### src/rtl/core/assert_macros.svh
// ----------------------------------------------------------------------------
// Assertion macros
// Short forms for the concurrent checks used in the RTL.
// ----------------------------------------------------------------------------
`ifndef ASSERT_MACROS_SVH
`define ASSERT_MACROS_SVH

// Same-cycle implication, disabled while reset is asserted.
`define ASSERT_IMPL(label, clk, rst_n, ante, cons) \
	label: assert property (@(posedge clk) disable iff (!rst_n) (ante) |-> (cons)) \
		else $error("same-cycle implication failed");

// Next-cycle implication, disabled while reset is asserted.
`define ASSERT_NEXT(label, clk, rst_n, ante, cons) \
	label: assert property (@(posedge clk) disable iff (!rst_n) (ante) |=> (cons)) \
		else $error("next-cycle implication failed");

`endif

### src/rtl/core/fba_pkg.sv
// ----------------------------------------------------------------------------
// fba_pkg
// Shared codes, field widths and control structs of the frame allocator.
// ----------------------------------------------------------------------------
package fba_pkg;

	localparam int OP_W       = 2;
	localparam int STATUS_W   = 2;
	localparam int CFG_W      = 13;
	localparam int ADDR_W     = 32;
	localparam int USED_KB_W  = 15;
	localparam int PAGE_SHIFT = 12;
	localparam int IN_DATA_W  = 40;
	localparam int OUT_DATA_W = 56;

	// Operation codes.
	localparam logic [OP_W-1:0] OP_INIT  = 2'd0;
	localparam logic [OP_W-1:0] OP_ALLOC = 2'd1;
	localparam logic [OP_W-1:0] OP_FREE  = 2'd2;
	localparam logic [OP_W-1:0] OP_NOP   = 2'd3;

	// Result status codes.
	localparam logic [STATUS_W-1:0] ST_OK       = 2'd0;
	localparam logic [STATUS_W-1:0] ST_NO_FRAME = 2'd1;
	localparam logic [STATUS_W-1:0] ST_RANGE    = 2'd2;

	// Configuration register indexes.
	localparam logic REG_FRAME_TOTAL = 1'b0;
	localparam logic REG_RESERVED    = 1'b1;

	// Commands from the controller to the datapath.
	typedef struct packed {
		logic            start;
		logic [OP_W-1:0] op;
		logic            sweep;
		logic            set_count;
		logic            scan;
		logic            free_wr;
		logic            load_out;
	} fba_cmd_t;

	// Status from the datapath to the controller.
	typedef struct packed {
		logic sweep_last;
		logic scan_found;
		logic scan_end;
		logic out_free;
	} fba_stat_t;

endpackage

### src/rtl/core/fba_ram.sv
// ----------------------------------------------------------------------------
// fba_ram
// Generic single-write, single-read RAM with a registered read port.
// ----------------------------------------------------------------------------
module fba_ram #(
	parameter int WIDTH = 8,
	parameter int DEPTH = 512,
	localparam int AW = (DEPTH > 1) ? $clog2(DEPTH) : 1
) (
	input  logic             clk,
	input  logic             we,
	input  logic [AW-1:0]    waddr,
	input  logic [WIDTH-1:0] wdata,
	input  logic [AW-1:0]    raddr,
	output logic [WIDTH-1:0] rdata
);

	logic [WIDTH-1:0] mem_q [DEPTH];

	always_ff @(posedge clk) begin
		if (we) begin
			mem_q[waddr] <= wdata;
		end
		rdata <= mem_q[raddr];
	end

endmodule

### src/rtl/core/fba_datapath.sv
// ----------------------------------------------------------------------------
// fba_datapath
// Used-frame map memory, word index and remaining-frame counters, used
// count, configuration registers and the output register.
// ----------------------------------------------------------------------------
module fba_datapath #(
	parameter int MAX_FRAMES = 4096
) (
	input  logic                           clk,
	input  logic                           arst_n,
	input  logic                           cfg_we,
	input  logic                           cfg_index,
	input  logic [fba_pkg::CFG_W-1:0]      cfg_data,
	input  logic [fba_pkg::ADDR_W-1:0]     address,
	input  fba_pkg::fba_cmd_t              cmd,
	output fba_pkg::fba_stat_t             stat,
	output logic                           m_tvalid,
	input  logic                           m_tready,
	output logic [fba_pkg::OUT_DATA_W-1:0] m_tdata
);

	localparam int DEPTH = MAX_FRAMES / 8;
	localparam int AW    = (DEPTH > 1) ? $clog2(DEPTH) : 1;
	localparam int FW    = $clog2(MAX_FRAMES + 1);
	localparam int CW    = (FW > fba_pkg::CFG_W) ? FW : fba_pkg::CFG_W;
	localparam int KBW   = (FW + 2 > fba_pkg::USED_KB_W) ? FW + 2 : fba_pkg::USED_KB_W;
	localparam int FRM_W = fba_pkg::ADDR_W - fba_pkg::PAGE_SHIFT;

	// Index of the lowest set bit of a byte.
	function automatic logic [2:0] lowest_set(input logic [7:0] v);
		logic [2:0] idx;
		idx = 3'd0;
		for (int i = 7; i >= 0; i--) begin
			if (v[i]) begin
				idx = 3'(i);
			end
		end
		return idx;
	endfunction

	logic [fba_pkg::CFG_W-1:0]    frame_total_q;
	logic [fba_pkg::CFG_W-1:0]    reserved_q;
	logic [AW-1:0]                k_q;
	logic [FW-1:0]                rem_q;
	logic [FW-1:0]                count_q;
	logic [2:0]                   bit_q;
	logic                         oor_q;
	logic [fba_pkg::ADDR_W-1:0]   res_addr_q;
	logic [fba_pkg::STATUS_W-1:0] res_status_q;
	logic                         m_tvalid_q;
	logic [fba_pkg::ADDR_W-1:0]   out_addr_q;
	logic [fba_pkg::STATUS_W-1:0] out_status_q;
	logic [fba_pkg::USED_KB_W-1:0] out_kb_q;

	logic [FW-1:0]      limit;
	logic [FW-1:0]      n_sat;
	logic [FRM_W-1:0]   frm;
	logic [FRM_W-4:0]   frm_word;
	logic [AW-1:0]      free_word;
	logic               oor;
	logic               rem_gt8;
	logic               rem_ge8;
	logic [FW-1:0]      rem_next;
	logic [7:0]         mask;
	logic [7:0]         rd_data;
	logic [7:0]         free_bits;
	logic               found;
	logic [2:0]         pick;
	logic               last_word;
	logic               we;
	logic [7:0]         wdata;
	logic [AW-1:0]      raddr;
	logic [KBW-1:0]     kb_full;

	// Saturated frame count and reservation.
	assign limit = (CW'(frame_total_q) > CW'(MAX_FRAMES)) ? FW'(MAX_FRAMES) : FW'(frame_total_q);
	assign n_sat = (CW'(reserved_q) > CW'(MAX_FRAMES)) ? FW'(MAX_FRAMES) : FW'(reserved_q);

	// Frame of a free request; a word one past the map folds onto word zero.
	assign frm       = address[fba_pkg::ADDR_W-1:fba_pkg::PAGE_SHIFT];
	assign frm_word  = frm[FRM_W-1:3];
	assign free_word = (32'(frm_word) == 32'(DEPTH)) ? '0 : AW'(frm_word);
	assign oor       = 32'(frm) >= 32'(limit);

	// Frames of the current word that lie below the remaining count.
	assign rem_gt8  = rem_q > FW'(8);
	assign rem_ge8  = rem_q >= FW'(8);
	assign rem_next = rem_gt8 ? FW'(rem_q - FW'(8)) : '0;
	assign mask     = rem_ge8 ? 8'hff : 8'((9'd1 << rem_q[2:0]) - 9'd1);

	assign free_bits = ~rd_data & mask;
	assign found     = |free_bits;
	assign pick      = lowest_set(free_bits);
	assign last_word = k_q == AW'(DEPTH - 1);

	assign stat.sweep_last = last_word;
	assign stat.scan_found = found;
	assign stat.scan_end   = !found && (!rem_gt8 || last_word);
	assign stat.out_free   = !m_tvalid_q || m_tready;

	// Map memory access.
	always_comb begin
		we    = 1'b0;
		wdata = mask;
		if (cmd.sweep) begin
			we    = 1'b1;
			wdata = mask;
		end else if (cmd.scan) begin
			we    = found;
			wdata = rd_data | (8'd1 << pick);
		end else if (cmd.free_wr) begin
			we    = !oor_q;
			wdata = rd_data & ~(8'd1 << bit_q);
		end
	end

	always_comb begin
		if (cmd.start) begin
			raddr = (cmd.op == fba_pkg::OP_FREE) ? free_word : '0;
		end else if (cmd.scan && !found) begin
			raddr = AW'(k_q + 1'b1);
		end else begin
			raddr = k_q;
		end
	end

	fba_ram #(
		.WIDTH(8),
		.DEPTH(DEPTH)
	) u_map (
		.clk  (clk),
		.we   (we),
		.waddr(k_q),
		.wdata(wdata),
		.raddr(raddr),
		.rdata(rd_data)
	);

	// Configuration registers.
	always_ff @(posedge clk or negedge arst_n) begin
		if (!arst_n) begin
			frame_total_q <= 13'd4096;
			reserved_q    <= 13'd1;
		end else if (cfg_we) begin
			unique case (cfg_index)
				fba_pkg::REG_FRAME_TOTAL: frame_total_q <= cfg_data;
				fba_pkg::REG_RESERVED:    reserved_q    <= cfg_data;
				default:                  frame_total_q <= frame_total_q;
			endcase
		end
	end

	// Word index, remaining frames and used count.
	always_ff @(posedge clk or negedge arst_n) begin
		if (!arst_n) begin
			k_q     <= '0;
			rem_q   <= '0;
			count_q <= '0;
		end else if (cmd.start) begin
			k_q   <= (cmd.op == fba_pkg::OP_FREE) ? free_word : '0;
			rem_q <= (cmd.op == fba_pkg::OP_INIT) ? n_sat : limit;
		end else if (cmd.sweep) begin
			k_q   <= AW'(k_q + 1'b1);
			rem_q <= rem_next;
			if (cmd.set_count) begin
				count_q <= n_sat;
			end
		end else if (cmd.scan) begin
			if (found) begin
				count_q <= FW'(count_q + 1'b1);
			end else begin
				k_q   <= AW'(k_q + 1'b1);
				rem_q <= rem_next;
			end
		end else if (cmd.free_wr) begin
			if (!oor_q && count_q != '0) begin
				count_q <= FW'(count_q - 1'b1);
			end
		end
	end

	// Per-request result registers.
	always_ff @(posedge clk) begin
		if (cmd.start) begin
			bit_q        <= frm[2:0];
			oor_q        <= oor;
			res_addr_q   <= '0;
			res_status_q <= fba_pkg::ST_OK;
		end else if (cmd.scan) begin
			if (found) begin
				res_addr_q <= 32'({k_q, pick, 12'd0});
			end else if (stat.scan_end) begin
				res_status_q <= fba_pkg::ST_NO_FRAME;
			end
		end else if (cmd.free_wr && oor_q) begin
			res_status_q <= fba_pkg::ST_RANGE;
		end
	end

	// Output register.
	assign kb_full = KBW'({count_q, 2'b00});

	always_ff @(posedge clk or negedge arst_n) begin
		if (!arst_n) begin
			m_tvalid_q <= 1'b0;
		end else if (cmd.load_out) begin
			m_tvalid_q <= 1'b1;
		end else if (m_tready) begin
			m_tvalid_q <= 1'b0;
		end
	end

	always_ff @(posedge clk) begin
		if (cmd.load_out) begin
			out_addr_q   <= res_addr_q;
			out_status_q <= res_status_q;
			out_kb_q     <= kb_full[fba_pkg::USED_KB_W-1:0];
		end
	end

	assign m_tvalid = m_tvalid_q;
	assign m_tdata  = {7'd0, out_kb_q, out_status_q, out_addr_q};

endmodule

### config.mk
export PLATFORM = sky130hd
export DESIGN_NAME = fba_datapath
export DESIGN_NICKNAME = d
export VERILOG_FILES = /design/src/rtl/core/assert_macros.svh /design/src/rtl/core/fba_pkg.sv /design/src/rtl/core/fba_ram.sv /design/src/rtl/core/fba_datapath.sv
export SDC_FILE = /design/constraint.sdc
export NUM_CORES = 2
export LEC_CHECK = 0
export ABC_AREA = 0
export BUFFER_PORTS_ARGS = -buffer_cell sky130_fd_sc_hd__buf_4
export CAP_MARGIN = 20
export CORE_MARGIN = 1.5
export CORE_UTILIZATION = 49
export DETAILED_ROUTE_END_ITERATION = 8
export SYNTH_ARGS = -nofsm -noshare
export SYNTH_HDL_FRONTEND = slang
export SYNTH_HIERARCHICAL = 1
export SYNTH_SLANG_ARGS = --single-unit
### constraint.sdc
create_clock -name clk -period 31.9 [get_ports clk]
set_clock_uncertainty 0.15 [all_clocks]
set_input_delay 3.19 -clock clk [delete_from_list [all_inputs] [get_ports clk]]
set_output_delay 3.19 -clock clk [all_outputs]
set_load 0.03 [all_outputs]
==> impl_metrics.py <==
metrics = {
    "yosys": {
        "synthCells": 8705,
        "ys_ff_latch": 4211,
        "async_flop_share_pct": 1.47,
        "yosysWarnings": 6,
        "synth_area_per_cell_um2": 19.1,
        "synth_top_area_share_pct": 74.5,
        "synth_top_cell_by_area": "edfxtp_1",
        "netlist_area_mm2": 0.166,
        "synth_edf_count": 4127,
        "synth.distinct_cells": 87,
        "yosys-top-cells-area": "edfxtp_1 74%, mux4_2 8.8%, mux2i_1 4.9%",
        "seq_area_frac_synth_pct": 75.7,
        "ys.flop_type": "edfxtp_1",
    },
    "floorplan": {
        "initial_core_util_pct": 49.3,
        "die-area_mm2": 0.343,
        "rows": 213,
        "io_pins": 119,
        "dieHeight_um": 586,
        "die_x_um": 586,
        "coreArea_mm2": 0.337,
    },
    "worst_hold_path": {
        "hold_class": "flip-flop to flip-flop",
    },
    "route": {
        "routed.top_layer": "met5",
        "wl_per_cell_um": 31.1,
        "num_vias": 86100,
        "drc": 0,
        "dr_wl_met3_um": 38100,
        "met1_length_um": 174000,
        "wl_met2_um": 201000,
        "first_pass_iters": 5,
        "wl_um": 427000,
        "drtAntennaViolNets": 0,
        "dr.first_iter.drc_count": 10000,
        "vias_per_cell": 6.27,
    },
    "cts": {
        "hold_buffers": 0,
        "cts_buffers": 429,
        "h-tree-depth": 5,
        "clk_pin_slew_ps": 60,
        "cts.sinks": 4211,
        "cts.path.max_buffers": 4,
        "cts_tree": "built",
        "clk_latency_ps": 1020,
        "cts_resized": 0,
        "cts_setup_buffers": 0,
        "root_buffer": "clkbuf_16",
    },
    "run": {
        "maxCapViolations": 0,
    },
    "setup_path": {
        "path_common_cell": "buf_4",
        "critPathArrivalTime_ps": 11950,
        "critPathLaunchType": "primary input",
        "path_cells": "buf_4 > nand2_1 > nor2_1 > nand2_1 > o21ai_4 > buf_4 > buf_4 > buf_4 > buf_4 > buf_4 > mux2i_1 > o221ai_1 > a21oi_1 > o21ai_0 > nand3_1 > o21ai_0 > o2111a_1",
        "max_stage_delay_ps": 890,
        "cp_num_buf_inv": 6,
        "cp_max_fo": 58,
        "critPathKind": "primary input to flip-flop",
        "crit_family": "buffers and inverters",
        "cpMaxStageDelayCell": "buf_4",
        "required_ps": 32640,
        "endpoint_kind": "flip-flop",
    },
    "sta": {
        "finalSetupViolations": 0,
        "layout_min_cycle_time_ps": 11210,
        "max_freq_mhz": 89.2,
        "finalCritPeriodShare_pct": 35.1,
        "hold_viol": 0,
        "rsz0062_at_grt": "false",
        "finalMaxSlewViolations": 0,
        "tightest_slew_ps": 1210,
        "tns_ps": 0,
        "max-slew-margin-rel_pct": 19.6,
    },
    "power": {
        "pwr_density_cell_mw_per_mm2": 68.7,
        "power.leakage_nw": 56.4,
        "ir_worst_vdd_mv": 0.0604,
    },
    "placed_design": {
        "portBuffers": 77,
        "dp_hpwl_um": 255000,
        "placedCellCount": 12900,
        "gp_congestion": 0.864,
    },
    "global_routing": {
        "grt_pass1_vias": 85200,
        "grt-ovfl-total": 0,
        "grt_pass1_wl_um": 611000,
        "antenna_found_initial": 18,
        "grtUsageTotal_pct": 24.7,
        "grt_max_degree": 218,
    },
    "finish": {
        "layout_common_cells": "4127 x edfxtp_1, 810 x mux2i_1, 656 x nor2_1",
        "drive_gt1_share_pct": 17.7,
        "layout_commonest_cell": "edfxtp_1",
        "stdcell_count": 13700,
        "flow.area_growth_from_synthesis_pct": 11.4,
        "nets": 8932,
    },
    "outcome": {
        "run_status": "completed",
    },
}
power breakdown:
group	switching (mW)	internal [mW]
logic	0.951	0.370
clock network	2.09	2.91
registers	0.0462	6.36
total	3.09	9.64
path summary, 6_finish.rpt:
path,from,to,slack (ps),cells after the start
worst max-delay path,cmd[7],u_map/rdata[6],20690,17
worst min-delay path,res_addr_q[19],out_addr_q[19],280,0
worst max register to register,rem_q[1],u_map/rdata[6],20870,22
worst min register to register,res_addr_q[19],out_addr_q[19],280,0
max in group asynchronous,arst_n,m_tvalid,28920,1
min in group asynchronous,arst_n,frame_total_q[1],2140,1
area by class of cell:
| type | count | area (um^2) |
|---|---|---|
| antenna | 8 | 20.0 |
| clock buffer | 515 | 11200 |
| clock inverter | 272 | 2750 |
| fill | 25800 | 152000 |
| inverter | 20 | 82.6 |
| multi-input combinational | 3925 | 37600 |
| sequential | 4211 | 126000 |
| tap | 4515 | 5650 |
| timing repair buffer | 258 | 2130 |
cell usage after synthesis (16+ instances only):
| cell | n |
|---|---|
| edfxtp_1 | 4127 |
| mux2i_1 | 810 |
| nor2_1 | 658 |
| mux4_2 | 654 |
| o221ai_1 | 375 |
| clkbuf_1 | 288 |
| a21oi_1 | 230 |
| o21ai_0 | 174 |
| o22ai_1 | 165 |
| nand2_1 | 153 |
| nor3_1 | 122 |
| buf_4 | 102 |
| buf_6 | 67 |
| a22oi_1 | 66 |
| buf_2 | 62 |
| dfrtp_1 | 60 |
| nor4_1 | 46 |
| nand3_1 | 45 |
| buf_1 | 42 |
| nand4_1 | 34 |
| ha_1 | 28 |
| mux2_2 | 28 |
| a211oi_1 | 23 |
| and2_1 | 22 |
| dfxtp_1 | 22 |
| inv_1 | 18 |
| nand3b_1 | 18 |
| o31ai_1 | 16 |
per-stage QoR:
step | total power [mW] | instance area [um^2] | setup WS (ps) | hold WS, ps | utilization [%]
detailed placement | 7.84 | 171000 | 19690 | 270 | 50.8
CTS | 12.8 | 185000 | 20720 | 287 | 54.9
global placement | 7.80 | 171000 | 19750 | 266 | 50.8
global route | 13.1 | 185000 | 20300 | 298 | 54.9
floorplan | 7.68 | 167000 | 2630 | 258 | -
finish | 12.7 | 185000 | 20690 | 285 | 54.9
logic make-up after synthesis:
family,count (synthesis),synth area share (%)
flip-flops,4211,75.7
multiplexers,1492,13.9
AND/OR/NAND/NOR,1187,3.18
AO/OA/AOI/OAI,1170,4.89
buffers and inverters,597,2.05
adder cells (fa/ha/maj),29,0.223
XOR/XNOR,18,0.0947
other,1,0.00225
routing by layer:
layer  vias up  GRT usage (%)
met5         -          0.350
met4         4           7.33
met3       611           4.88
met2      3787           38.6
met1     45500           35.2
li1      36200              -
state kept, by name, indices dropped and copies added (netlist names):
| name | cells |
|---|---|
| k_q | 9 |
| rem_q | 13 |
| res_status_q | 2 |
| u_map/rdata | 8 |
| out_status_q | 2 |
| bit_q | 3 |
| frame_total_q | 13 |
| oor_q | 1 |
| m_tvalid | 1 |
| out_kb_q | 13 |
| reserved_q | 13 |
| count_q | 13 |
| res_addr_q | 12 |
| u_map/mem_q | 4096 |
| out_addr_q | 12 |
Power figures use the tool's default switching activity.
