==> config.mk <==
export PLATFORM = sky130hd
export DESIGN_NAME = fba_ctrl
export DESIGN_NICKNAME = d
export VERILOG_FILES = /design/src/rtl/core/assert_macros.svh /design/src/rtl/core/fba_pkg.sv /design/src/rtl/core/fba_ctrl.sv
export SDC_FILE = /design/constraint.sdc
export NUM_CORES = 1
export LEC_CHECK = 0
export ABC_CLOCK_PERIOD_IN_PS = 5100
export BUFFER_PORTS_ARGS = -buffer_cell sky130_fd_sc_hd__buf_2
export CAP_MARGIN = 20
export CELL_PAD_IN_SITES_DETAIL_PLACEMENT = 1
export CELL_PAD_IN_SITES_GLOBAL_PLACEMENT = 1
export CORE_AREA = 4 4 41 43
export DETAILED_ROUTE_END_ITERATION = 7
export DIE_AREA = 0 0 45 47
export GPL_TIMING_DRIVEN = 0
export MAX_ROUTING_LAYER = met4
export PLACE_DENSITY_LB_ADDON = 0.1
export REMOVE_ABC_BUFFERS = 1
export SETUP_SLACK_MARGIN = 0.4
export SLEW_MARGIN = 20
export SYNTH_ARGS = -nofsm -noshare
export SYNTH_HDL_FRONTEND = slang
export SYNTH_SLANG_ARGS = --single-unit
==> constraint.sdc <==
create_clock -name clk -period 5.1 [get_ports clk]
set_clock_uncertainty 0.1 [all_clocks]
set_input_delay 1.275 -clock clk [delete_from_list [all_inputs] [get_ports clk]]
set_output_delay 1.275 -clock clk [all_outputs]
set_load 0.005 [all_outputs]
==> src/rtl/core/assert_macros.svh <==
// ----------------------------------------------------------------------------
// Assertion macros
// Short forms for the concurrent checks used in the RTL.
// ----------------------------------------------------------------------------
`ifndef ASSERT_MACROS_SVH
`define ASSERT_MACROS_SVH

// Same-cycle implication, disabled while reset is asserted.
`define ASSERT_IMPL(label, clk, rst_n, ante, cons) \
	label: assert property (@(posedge clk) disable iff (!rst_n) (ante) |-> (cons)) \
		else $error("same-cycle implication failed");

// Next-cycle implication, disabled while reset is asserted.
`define ASSERT_NEXT(label, clk, rst_n, ante, cons) \
	label: assert property (@(posedge clk) disable iff (!rst_n) (ante) |=> (cons)) \
		else $error("next-cycle implication failed");

`endif

==> src/rtl/core/fba_pkg.sv <==
// ----------------------------------------------------------------------------
// fba_pkg
// Shared codes, field widths and control structs of the frame allocator.
// ----------------------------------------------------------------------------
package fba_pkg;

	localparam int OP_W       = 2;
	localparam int STATUS_W   = 2;
	localparam int CFG_W      = 13;
	localparam int ADDR_W     = 32;
	localparam int USED_KB_W  = 15;
	localparam int PAGE_SHIFT = 12;
	localparam int IN_DATA_W  = 40;
	localparam int OUT_DATA_W = 56;

	// Operation codes.
	localparam logic [OP_W-1:0] OP_INIT  = 2'd0;
	localparam logic [OP_W-1:0] OP_ALLOC = 2'd1;
	localparam logic [OP_W-1:0] OP_FREE  = 2'd2;
	localparam logic [OP_W-1:0] OP_NOP   = 2'd3;

	// Result status codes.
	localparam logic [STATUS_W-1:0] ST_OK       = 2'd0;
	localparam logic [STATUS_W-1:0] ST_NO_FRAME = 2'd1;
	localparam logic [STATUS_W-1:0] ST_RANGE    = 2'd2;

	// Configuration register indexes.
	localparam logic REG_FRAME_TOTAL = 1'b0;
	localparam logic REG_RESERVED    = 1'b1;

	// Commands from the controller to the datapath.
	typedef struct packed {
		logic            start;
		logic [OP_W-1:0] op;
		logic            sweep;
		logic            set_count;
		logic            scan;
		logic            free_wr;
		logic            load_out;
	} fba_cmd_t;

	// Status from the datapath to the controller.
	typedef struct packed {
		logic sweep_last;
		logic scan_found;
		logic scan_end;
		logic out_free;
	} fba_stat_t;

endpackage

==> src/rtl/core/fba_ctrl.sv <==
// ----------------------------------------------------------------------------
// fba_ctrl
// Sequencer of the frame allocator: clearing pass, init sweep, allocation
// scan, free and result hand-off.
// ----------------------------------------------------------------------------
module fba_ctrl (
	input  logic                    clk,
	input  logic                    arst_n,
	input  logic                    s_tvalid,
	output logic                    s_tready,
	input  logic [fba_pkg::OP_W-1:0] opcode,
	input  fba_pkg::fba_stat_t      stat,
	output fba_pkg::fba_cmd_t       cmd
);

	typedef enum logic [5:0] {
		S_CLEAR = 6'b000001,
		S_IDLE  = 6'b000010,
		S_SWEEP = 6'b000100,
		S_SCAN  = 6'b001000,
		S_FREE  = 6'b010000,
		S_RESP  = 6'b100000
	} state_t;

	state_t state_q;
	state_t state_d;

	always_comb begin
		state_d       = state_q;
		s_tready      = 1'b0;
		cmd           = '0;
		cmd.op        = opcode;
		unique case (state_q)
			S_CLEAR: begin
				cmd.sweep = 1'b1;
				if (stat.sweep_last) begin
					state_d = S_IDLE;
				end
			end
			S_IDLE: begin
				s_tready = 1'b1;
				if (s_tvalid) begin
					cmd.start = 1'b1;
					unique case (opcode)
						fba_pkg::OP_INIT:  state_d = S_SWEEP;
						fba_pkg::OP_ALLOC: state_d = S_SCAN;
						fba_pkg::OP_FREE:  state_d = S_FREE;
						fba_pkg::OP_NOP:   state_d = S_RESP;
						default:           state_d = S_RESP;
					endcase
				end
			end
			S_SWEEP: begin
				cmd.sweep = 1'b1;
				if (stat.sweep_last) begin
					cmd.set_count = 1'b1;
					state_d       = S_RESP;
				end
			end
			S_SCAN: begin
				cmd.scan = 1'b1;
				if (stat.scan_found || stat.scan_end) begin
					state_d = S_RESP;
				end
			end
			S_FREE: begin
				cmd.free_wr = 1'b1;
				state_d     = S_RESP;
			end
			S_RESP: begin
				if (stat.out_free) begin
					cmd.load_out = 1'b1;
					state_d      = S_IDLE;
				end
			end
			default: begin
				state_d = S_IDLE;
			end
		endcase
	end

	always_ff @(posedge clk or negedge arst_n) begin
		if (!arst_n) begin
			state_q <= S_CLEAR;
		end else begin
			state_q <= state_d;
		end
	end

endmodule

==> results of run 1 <==
==> worst max-delay path, stage by stage, from the launching register on <==
cell and delay [ns]:
sky130_fd_sc_hd__dfrtp_1 0.43, sky130_fd_sc_hd__or4_4 0.56, sky130_fd_sc_hd__or3b_2 0.48, sky130_fd_sc_hd__nor2_1 0.10, sky130_fd_sc_hd__buf_2 0.12
==> stage by stage <==
| stage | utilization, % | hold slack [ns] | worst slack (ns) | total power [mW] |
|---|---|---|---|---|
| 5_1_grt | 41.2 | 0.455 | 1.71 | 0.244 |
| 3_5_place_dp | 39.1 | 0.434 | 2.03 | 0.178 |
| 3_3_place_gp | 39.1 | 0.435 | 2.04 | 0.178 |
| 2_1_floorplan | - | 0.412 | 2.21 | 0.142 |
| 6_report | 41.2 | 0.444 | 1.79 | 0.224 |
| 4_1_cts | 41.2 | 0.442 | 1.76 | 0.229 |
==> area by class of cell <==
cell class | instances | area (um2) | area share [%]
Timing Repair Buffer | 17 | 85.1 | 15.9
Clock buffer | 4 | 26.3 | 4.91
Sequential cell | 6 | 151 | 28.3
Tap cell | 15 | 18.8 | 3.50
Multi-Input combinational cell | 33 | 239 | 44.6
Inverter | 4 | 15.0 | 2.80
==> power breakdown <==
group	switching [mW]	internal, mW
clock network	0.0175	0.0297
registers	0.0182	0.0588
logic	0.0525	0.0472
total	0.0882	0.136
==> worst max path at each step <==
stage	start	endpoint	slack, ns	depth (start not counted)
CTS	state_q[1]$_DFFE_PN0P_	cmd[3]	1.76	4
global route	state_q[1]$_DFFE_PN0P_	cmd[3]	1.71	4
global placement	s_tvalid	cmd[7]	2.04	4
detailed placement	s_tvalid	cmd[7]	2.03	4
finish	state_q[1]$_DFFE_PN0P_	cmd[3]	1.79	4
floorplan	state_q[1]$_DFFE_PN0P_	cmd[3]	2.21	3
==> metal layers <==
metal  up-vias  track usage, %  share of wire (%)
met2        16            17.2                 44
met1       195            15.1                 49
li1        209               -                  -
met4         0            7.02                  0
met3         0            2.30                7.6
met5         -               -                  0
==> placed cells by master (no fill, tap or decap), types with 2 or more instances in the layout <==
| cell type | netlist | final |
|---|---|---|
| sky130_fd_sc_hd__xor2_1 | 2 | 2 |
| sky130_fd_sc_hd__clkbuf_4 | 0 | 3 |
| sky130_fd_sc_hd__or4_4 | 2 | 2 |
| sky130_fd_sc_hd__dfrtp_1 | 5 | 5 |
| sky130_fd_sc_hd__nor2_1 | 4 | 4 |
| sky130_fd_sc_hd__nand2_1 | 3 | 3 |
| sky130_fd_sc_hd__buf_2 | 0 | 17 |
| sky130_fd_sc_hd__inv_1 | 4 | 4 |
| sky130_fd_sc_hd__nor4_1 | 2 | 2 |
| sky130_fd_sc_hd__and3_1 | 2 | 2 |
==> cell families (layout without fill, tap and decap cells) <==
| logic type | count (synthesis) | count (layout) |
|---|---|---|
| AO/OA/AOI/OAI | 8 | 8 |
| XOR/XNOR | 2 | 2 |
| buffers and inverters | 7 | 25 |
| flip-flops | 6 | 6 |
| AND/OR/NAND/NOR | 23 | 23 |
==> key figures, run 1 <==
Min path
  – Number of stages on the worst hold path: 1
  – Capture endpoint of the worst hold path: state_q[0]$_DFFE_PN1P_
  – Classification of the worst-slack hold path: reg -> reg
  – HP Start: state_q[0]$_DFFE_PN1P_

Finish
  – Area of all placed cells without fillers: 536 um2
  – Register bank with the most flops: state_q
  – Share of final-layout standard cells stronger than drive strength 1: 42.2%
  – # fillers: 168
  – Final #Nets: 74
  – Synth-to-layout area growth: 25.1%
  – Ant diodes: 0
  – Number of flip-flops in the largest register: 6
  – Top flop regs: state_q: 6 flops
  – Post-route insts no fill: 79

GRT
  – Gr ovfl total: 0
  – Initial antenna violation count: 0
  – First-pass GRT wire length: 1.71 mm
  – Total Routing Usage GR: 11.8%
  – Pin count of the biggest net entering global routing: 9
  – Number of global-route vias before repair: 385

Clock tree
  – Clk buf depth: 2
  – Clock buffers created by TritonCTS: 3
  – Post-CTS clock slew at the launch and capture registers of the worst setup and hold paths: 0.05 ns
  – Clock Latency Late Sink: 0.25 ns
  – Clock tree from TritonCTS: yes
  – Count of clock tree sinks: 6
  – Buffer cell driving the clock tree root: sky130_fd_sc_hd__clkbuf_4
  – Setup Fix Bufs, Post-CTS: 0
  – Number of H-tree branching levels: 1
  – CTS Hold Buffers Added: 0
  – Quantity of gates resized following cts: 0

Synthesis
  – Leading post-synthesis cells by instance count: sky130_fd_sc_hd__dfrtp_1 (5), sky130_fd_sc_hd__inv_1 (4), sky130_fd_sc_hd__nor2_1 (4)
  – Synth top area cells: sky130_fd_sc_hd__dfrtp_1 (29%), sky130_fd_sc_hd__dfstp_2 (6.1%), sky130_fd_sc_hd__buf_4 (5.3%), sky130_fd_sc_hd__or4_4 (5.3%), sky130_fd_sc_hd__xor2_1 (4.1%)
  – Ys async rst share: 100%
  – Xor and xnor area share after synthesis: 4.09%
  – Dominant combinational cell family by area after synthesis: simple AND/OR/NAND/NOR gates
  – Number of instances in the synthesized netlist: 46
  – Synthesized area per cell: 9.30 um2
  – Cell with the most instances after synthesis: sky130_fd_sc_hd__dfrtp_1
  – Number of enable flip-flop cells after synthesis: 0
  – Count of distinct cell types in the synthesized netlist: 28
  – Post-Synth Simple-Gate Area: 36.8%
  – Most used flip-flop cell after synthesis: sky130_fd_sc_hd__dfrtp_1
  – Top-area cell type share of the netlist area: 29.2%
  – Synth Area in Compound Gates: 14.9%
  – Cell area after synthesis: 428 um2
  – Top cell type by total area after synthesis: sky130_fd_sc_hd__dfrtp_1
  – Sequential-to-total area share from yosys stat: 35.4%
  – Yosys warnings: 0
  – Synth Area in Adders: 0%
  – Number of register bits inferred by synthesis: 6
  – Multiplexer share of the synthesized area: 0%

Setup path
  – Register-to-Register Path Depth: 4
  – Crit Reg-Reg Startpoint: state_q[1]$_DFFE_PN0P_
  – Setup slack of the worst register-to-register path: 3.17 ns
  – Startpoint Class: register
  – Critical path fanouts, max: 6
  – Category of the critical setup timing path: reg -> out
  – Critical Path AT: 1.94 ns
  – Crit path capture type: output pin
  – CP Data Required Time: 3.72 ns
  – Critical register-to-register path endpoint: state_q[1]$_DFFE_PN0P_

STA
  – Final cycle utilization of the critical path: 65.0%
  – Number of setup violations in the final report: 0
  – Final Slew Violations: 0
  – Unrepaired setup endpoints after global routing: false
  – Worst relative slew slack: 78.4%
  – Setup TNS: 0 ns
  – Hold Vio Cnt, Final: 0
  – Transition time at the pin with the least slew margin: 0.321 ns
  – Max Clk Rate: 0.302 GHz
  – Clock period minus final worst setup slack: 3.31 ns

Place
  – Instance count after placement with tap cells included: 75
  – Detailed placer's ending HPWL: 855 um
  – Cell area after placement: 509 um2
  – Count of buffers from port buffering: 17
  – Global placer's final weighted congestion: 0.694

Drt
  – Number of iterations in the first detailed-routing pass: 3
  – Remaining antenna violation count after routing: 0
  – Routed length per instance: 13.5 um
  – Via density per instance: 5.32
  – Violation count after the first detailed-route iteration: 11
  – Total via count after detailed routing: 420
  – Total routed wirelength: 1.07 mm
  – DRC: 0

Flow run
  – Number of maximum-capacitance constraint violations: 0

Power and ir drop
  – Static Leakage: 0.289 nW
  – Power density relative to cell area: 418 nW/um2
  – Max IR drop VDD: 0.000152 V

Die
  – Area of the die: 2120 um2
  – Die extent in y: 47 um
  – Starting utilization of the core area: 32.9%
  – Site row count: 13
  – Number of top-level design ports: 18
  – Die boundary width: 45 um
  – CORE AREA: 1300 um2

Outcome
  – Outcome: finished, final reports clean
Power figures use the tool's default switching activity.
==> inputs of run 2 (changes only) <==
--- a/config.mk
+++ b/config.mk
@@ -5,14 +5,14 @@
 export SDC_FILE = /design/constraint.sdc
 export NUM_CORES = 1
 export LEC_CHECK = 0
-export ABC_CLOCK_PERIOD_IN_PS = 5100
+export ABC_CLOCK_PERIOD_IN_PS = 3200
 export BUFFER_PORTS_ARGS = -buffer_cell sky130_fd_sc_hd__buf_2
 export CAP_MARGIN = 20
 export CELL_PAD_IN_SITES_DETAIL_PLACEMENT = 1
 export CELL_PAD_IN_SITES_GLOBAL_PLACEMENT = 1
-export CORE_AREA = 4 4 41 43
+export CORE_MARGIN = 4
+export CORE_UTILIZATION = 31
 export DETAILED_ROUTE_END_ITERATION = 7
-export DIE_AREA = 0 0 45 47
 export GPL_TIMING_DRIVEN = 0
 export MAX_ROUTING_LAYER = met4
 export PLACE_DENSITY_LB_ADDON = 0.1
==> constraint.sdc (replaced) <==
create_clock -name clk -period 3.2 [get_ports clk]
set_clock_uncertainty 0.1 [all_clocks]
set_input_delay 0.8 -clock clk [delete_from_list [all_inputs] [get_ports clk]]
set_output_delay 0.8 -clock clk [all_outputs]
set_load 0.005 [all_outputs]
==> key figures, run 2 (synthesis results as in run 1) <==
STA
  – Final cycle utilization of the critical path: 83.7%
  – Hold Vio Cnt, Final: 0
  – Final Slew Violations: 0
  – Setup TNS: 0 ns
  – Clock period minus final worst setup slack: 2.68 ns
  – Hold Slack: 0.257 ns
  – Transition time at the pin with the least slew margin: 0.318 ns
  – Unrepaired setup endpoints after global routing: false
  – Worst relative slew slack: 78.6%
  – Number of setup violations in the final report: 0
  – Max Clk Rate: 0.373 GHz

Flow run
  – Number of maximum-capacitance constraint violations: 0

Finish
  – Leading cell types in the layout, fill and taps excluded: sky130_fd_sc_hd__buf_2 (17), sky130_fd_sc_hd__dfrtp_1 (5), sky130_fd_sc_hd__nor2_1 (4), sky130_fd_sc_hd__inv_1 (4)
  – Share of final-layout standard cells stronger than drive strength 1: 43.9%
  – Top flop regs: state_q: 6 flops
  – Final #Nets: 76
  – Register bank with the most flops: state_q
  – Most common cell after layout, fill and taps aside: sky130_fd_sc_hd__buf_2
  – Number of flip-flops in the largest register: 6
  – Ant diodes: 0
  – Synth-to-layout area growth: 29.2%

Setup path
  – Startpoint Class: register
  – Critical Path AT: 1.78 ns
  – Critical path fanouts, max: 3
  – Crit path capture type: output pin
  – CP Data Required Time: 2.30 ns
  – Category of the critical setup timing path: reg -> out

Clock tree
  – Count of clock tree sinks: 6
  – Buffer cell driving the clock tree root: sky130_fd_sc_hd__clkbuf_4
  – Clock buffers created by TritonCTS: 3
  – Number of H-tree branching levels: 1
  – Clk buf depth: 2
  – Post-CTS clock slew at the launch and capture registers of the worst setup and hold paths: 0.05 ns
  – Clock Latency Late Sink: 0.25 ns
  – Clock tree from TritonCTS: yes

Die
  – Site row count: 13
  – Starting utilization of the core area: 32.9%
  – Die boundary width: 45.2 um
  – Number of top-level design ports: 18
  – CORE AREA: 1300 um2
  – Die extent in y: 45.2 um
  – Area of the die: 2040 um2

Place
  – Count of buffers from port buffering: 17
  – Global placer's final weighted congestion: 0.694
  – Detailed placer's ending HPWL: 852 um

GRT
  – Number of global-route vias before repair: 411
  – Pin count of the biggest net entering global routing: 9
  – Initial antenna violation count: 0
  – Total Routing Usage GR: 13.4%
  – First-pass GRT wire length: 1.86 mm
  – Gr ovfl total: 0

Drt
  – Routed length per instance: 14.1 um
  – Remaining antenna violation count after routing: 0
  – Number of iterations in the first detailed-routing pass: 3
  – DRC: 0
  – Total routed wirelength: 1.15 mm
  – Total via count after detailed routing: 428
  – Via density per instance: 5.28
  – Violation count after the first detailed-route iteration: 13

Min path
  – Classification of the worst-slack hold path: in -> async

Power and ir drop
  – Static Leakage: 0.301 nW
  – Max IR drop VDD: 0.000267 V
  – Power density relative to cell area: 688 nW/um2

Outcome
  – Outcome: finished, final reports clean
-- run 2: cell count changes in the layout (fill, tap and decap cells not counted) --
cell / change
sky130_fd_sc_hd__or3b_2: -1
sky130_fd_sc_hd__buf_4: +2
sky130_fd_sc_hd__or3b_4: +1
-- run 2: power by group --
group	total, mW	switching [mW]	internal (mW)
Sequential	0.112	0.0180	0.0937
Combinational	0.193	0.102	0.0909
Clock	0.0759	0.0286	0.0473
-- run 2: layout make-up --
class / count / area (um2)
Fill cell: 166 / 748
Inverter: 4 / 15.0
Timing Repair Buffer: 19 / 100
Clock buffer: 4 / 26.3
Multi-Input combinational cell: 33 / 241
Sequential cell: 6 / 151
Tap cell: 15 / 18.8
-- run 2: metal layers --
layer,wire [um],GRT usage [%],part of all wire [%]
met2,518,20.9,45
met5,0,-,0
met4,0,7.02,0
met1,544,16.3,48
met3,82,2.39,7.2
-- run 2: critical path, stage by stage, from the launching register on --
cell	delay (ns)
sky130_fd_sc_hd__dfrtp_1	0.38
sky130_fd_sc_hd__or4_4	0.55
sky130_fd_sc_hd__or3b_4	0.39
sky130_fd_sc_hd__nor2_1	0.09
sky130_fd_sc_hd__buf_2	0.12
-- run 2: what timing repair did --
action / in CTS / in global routing
resized for setup: 0 / 1
hold buffers: 0 / 0
buffers inserted: 2 / 0
endpoints found under the setup margin: 1 / 1
-- run 2: metrics by stage --
stage | cell area (um2) | setup WS, ns | std cells | total power [mW] | utilization (%)
global route | 553 | 0.437 | 81 | 0.414 | 42.5
floorplan | 405 | 0.786 | 43 | 0.226 | -
global placement | 509 | 0.627 | 75 | 0.284 | 39.1
CTS | 551 | 0.404 | 81 | 0.383 | 42.3
detailed placement | 509 | 0.627 | 75 | 0.284 | 39.1
finish | 553 | 0.522 | 81 | 0.381 | 42.5
-- run 2: path summary, 6_finish.rpt --
| check | cells after the start | from | to | slack [ns] |
|---|---|---|---|---|
| setup / recovery | 4 | state_q[1]$_DFFE_PN0P_ | cmd[3] | 0.52 |
| hold / removal | 1 | arst_n | state_q[1]$_DFFE_PN0P_ | 0.26 |
| setup reg to reg | 4 | state_q[1]$_DFFE_PN0P_ | state_q[1]$_DFFE_PN0P_ | 1.33 |
| hold reg to reg | 1 | state_q[0]$_DFFE_PN1P_ | state_q[0]$_DFFE_PN1P_ | 0.44 |
| max in group asynchronous | 1 | arst_n | state_q[0]$_DFFE_PN1P_ | 2.51 |
| min in group clk | 1 | state_q[0]$_DFFE_PN1P_ | state_q[0]$_DFFE_PN1P_ | 0.44 |
==> inputs of run 3 (changes only) <==
--- a/config.mk
+++ b/config.mk
@@ -5,13 +5,13 @@
 export SDC_FILE = /design/constraint.sdc
 export NUM_CORES = 1
 export LEC_CHECK = 0
-export ABC_CLOCK_PERIOD_IN_PS = 3200
+export ABC_CLOCK_PERIOD_IN_PS = 2400
 export BUFFER_PORTS_ARGS = -buffer_cell sky130_fd_sc_hd__buf_2
 export CAP_MARGIN = 20
 export CELL_PAD_IN_SITES_DETAIL_PLACEMENT = 1
 export CELL_PAD_IN_SITES_GLOBAL_PLACEMENT = 1
 export CORE_MARGIN = 4
-export CORE_UTILIZATION = 31
+export CORE_UTILIZATION = 28
 export DETAILED_ROUTE_END_ITERATION = 7
 export GPL_TIMING_DRIVEN = 0
 export MAX_ROUTING_LAYER = met4
==> constraint.sdc (replaced) <==
create_clock -name clk -period 2.4 [get_ports clk]
set_clock_uncertainty 0.1 [all_clocks]
set_input_delay 0.6 -clock clk [delete_from_list [all_inputs] [get_ports clk]]
set_output_delay 0.6 -clock clk [all_outputs]
set_load 0.005 [all_outputs]
==> key figures, run 3 (synthesis results as in run 1) <==
Outcome
  – Failing checks: setup timing
  – Outcome: complete, but fails checks

Flow run
  – Number of maximum-capacitance constraint violations: 0

STA
  – Unrepaired setup endpoints after global routing: true
  – Clock period minus final worst setup slack: 2.47 ns
  – Max Clk Rate: 0.405 GHz
  – Hold Slack: 0.0732 ns
  – Hold Vio Cnt, Final: 0
  – Post-layout worst setup margin: -0.0673 ns
  – Final cycle utilization of the critical path: 103%
  – Transition time at the pin with the least slew margin: 0.371 ns
  – Worst relative slew slack: 75.0%
  – Final Slew Violations: 0
  – Number of setup violations in the final report: 2

Setup path
  – Category of the critical setup timing path: reg -> out
  – Cell Chain, Critical Path: or4_4, or3b_4, nor2_2, buf_2
  – Critical path fanouts, max: 2
  – Startpoint Class: register
  – Register-to-Register Path Depth: 7
  – CP Data Required Time: 1.70 ns
  – Levels on crit path: 4
  – Count of buffering cells on the critical path with inverters included: 1
  – Kind of cell adding the most delay to the critical path: simple AND/OR/NAND/NOR gates
  – Crit path capture type: output pin
  – Cell with the largest stage delay on the worst path: sky130_fd_sc_hd__or4_4
  – Maximum single-stage delay on the critical path: 0.55 ns
  – Critical Path AT: 1.77 ns

Clock tree
  – CTS Hold Buffers Added: 0
  – Count of clock tree sinks: 6
  – Clock Latency Late Sink: 0.25 ns
  – Post-CTS clock slew at the launch and capture registers of the worst setup and hold paths: 0.05 ns
  – Buffer cell driving the clock tree root: sky130_fd_sc_hd__clkbuf_4
  – Clk buf depth: 2
  – Clock buffers created by TritonCTS: 3
  – Number of H-tree branching levels: 1
  – Clock tree from TritonCTS: yes

Finish
  – Share of final-layout standard cells stronger than drive strength 1: 67.9%
  – Most common cell after layout, fill and taps aside: sky130_fd_sc_hd__buf_2
  – # fillers: 176
  – Final #Nets: 88
  – Leading cell types in the layout, fill and taps excluded: sky130_fd_sc_hd__buf_2 (17), sky130_fd_sc_hd__buf_4 (9), sky130_fd_sc_hd__buf_6 (5), sky130_fd_sc_hd__inv_1 (4)
  – Top flop regs: state_q: 6 flops
  – Register bank with the most flops: state_q
  – Synth-to-layout area growth: 68.1%
  – Number of flip-flops in the largest register: 6
  – Ant diodes: 0
  – Core Util, Final: 52.7%

GRT
  – Total Routing Usage GR: 16.7%
  – Number of global-route vias before repair: 489
  – First-pass GRT wire length: 2.43 mm
  – Pin count of the biggest net entering global routing: 9
  – Most heavily used metal layer in global routing: met2
  – Gr ovfl total: 0
  – Global-route met1 utilization: 19.2%
  – Initial antenna violation count: 0
  – Met3 track utilization from global routing: 4.60%
  – Global-route track usage on met2: 29.0%

Drt
  – Via density per instance: 5.25
  – Violation count after the first detailed-route iteration: 3
  – Remaining antenna violation count after routing: 0
  – Number of iterations in the first detailed-routing pass: 2
  – Total via count after detailed routing: 488
  – Routed length per instance: 16.1 um
  – Total routed wirelength: 1.50 mm
  – DRC: 0

Die
  – Site row count: 13
  – Starting utilization of the core area: 31.3%
  – Area of the die: 2220 um2
  – Die extent in y: 47.1 um
  – CORE AREA: 1370 um2
  – Die boundary width: 47.1 um
  – Number of top-level design ports: 18

Place
  – Global placer's final weighted congestion: 0.803
  – Detailed placer's ending HPWL: 880 um
  – Count of buffers from port buffering: 17

Power and ir drop
  – Power density relative to cell area: 990 nW/um2
  – Static Leakage: 0.374 nW
  – Max IR drop VDD: 0.000482 V

Min path
  – Classification of the worst-slack hold path: in -> async
[run 3: routing by layer]
| metal | vias to the layer above | wire, um | part of all wire (%) |
|---|---|---|---|
| met5 | - | 0 | 0 |
| met4 | 0 | 0 | 0 |
| met3 | 0 | 73 | 4.9 |
| met2 | 15 | 804 | 54 |
| met1 | 242 | 621 | 41 |
| li1 | 231 | - | - |
[run 3: worst reg2reg max path, stage by stage, from the launching register on]
cell and delay, ns:
sky130_fd_sc_hd__dfrtp_2 0.40, sky130_fd_sc_hd__or4_4 0.55, sky130_fd_sc_hd__buf_4 0.15, sky130_fd_sc_hd__buf_6 0.10
sky130_fd_sc_hd__buf_6 0.10, sky130_fd_sc_hd__or4_4 0.51, sky130_fd_sc_hd__o211ai_2 0.10, sky130_fd_sc_hd__o21ai_2 0.07
[run 3: final timing paths]
kind,startpoint,to,slack [ns]
max reg2reg,state_q[5]$_DFFE_PN0P_,state_q[5]$_DFFE_PN0P_,0.20
max in group asynchronous,arst_n,state_q[0]$_DFFE_PN1P_,1.90
min reg2reg,state_q[0]$_DFFE_PN1P_,state_q[0]$_DFFE_PN1P_,0.55
min,arst_n,state_q[3]$_DFFE_PN0P_,0.07
max,state_q[5]$_DFFE_PN0P_,cmd[3],-0.07
min in group clk,opcode[0],state_q[4]$_DFFE_PN0P_,0.46
[run 3: power breakdown]
group / switching [mW] / internal [mW]
sequential: 0.0310 / 0.127
clock: 0.0385 / 0.0631
combinational: 0.195 / 0.257
total: 0.265 / 0.447
[run 3: per-stage QoR]
| step | std cells | area, um2 | setup TNS (ns) | total power, mW | setup slack (ns) |
|---|---|---|---|---|---|
| after detailed placement | 75 | 509 | 0 | 0.380 | 0.0513 |
| final | 93 | 719 | -0.0920 | 0.712 | -0.0673 |
| after floorplan | 43 | 405 | 0 | 0.302 | 0.186 |
| after global placement | 75 | 509 | 0 | 0.378 | 0.0459 |
| after CTS | 92 | 699 | -0.0665 | 0.686 | -0.0594 |
| after global routing | 93 | 719 | -0.225 | 0.768 | -0.130 |
[run 3: cell type report]
class / instances / area (um2) / area share, %
clock buffers: 4 / 26.3 / 3.65
inverters: 4 / 15.0 / 2.09
multi-input cells: 33 / 295 / 41.0
flip-flops and latches: 6 / 155 / 21.6
well taps: 15 / 18.8 / 2.61
repair buffers: 31 / 209 / 29.0
[run 3: repair_timing]
item,CTS,global route
buffers inserted,13,1
endpoints found under the setup margin,6,10
pin swaps,6,3
hold endpoints to repair,0,0
resized for setup,16,4
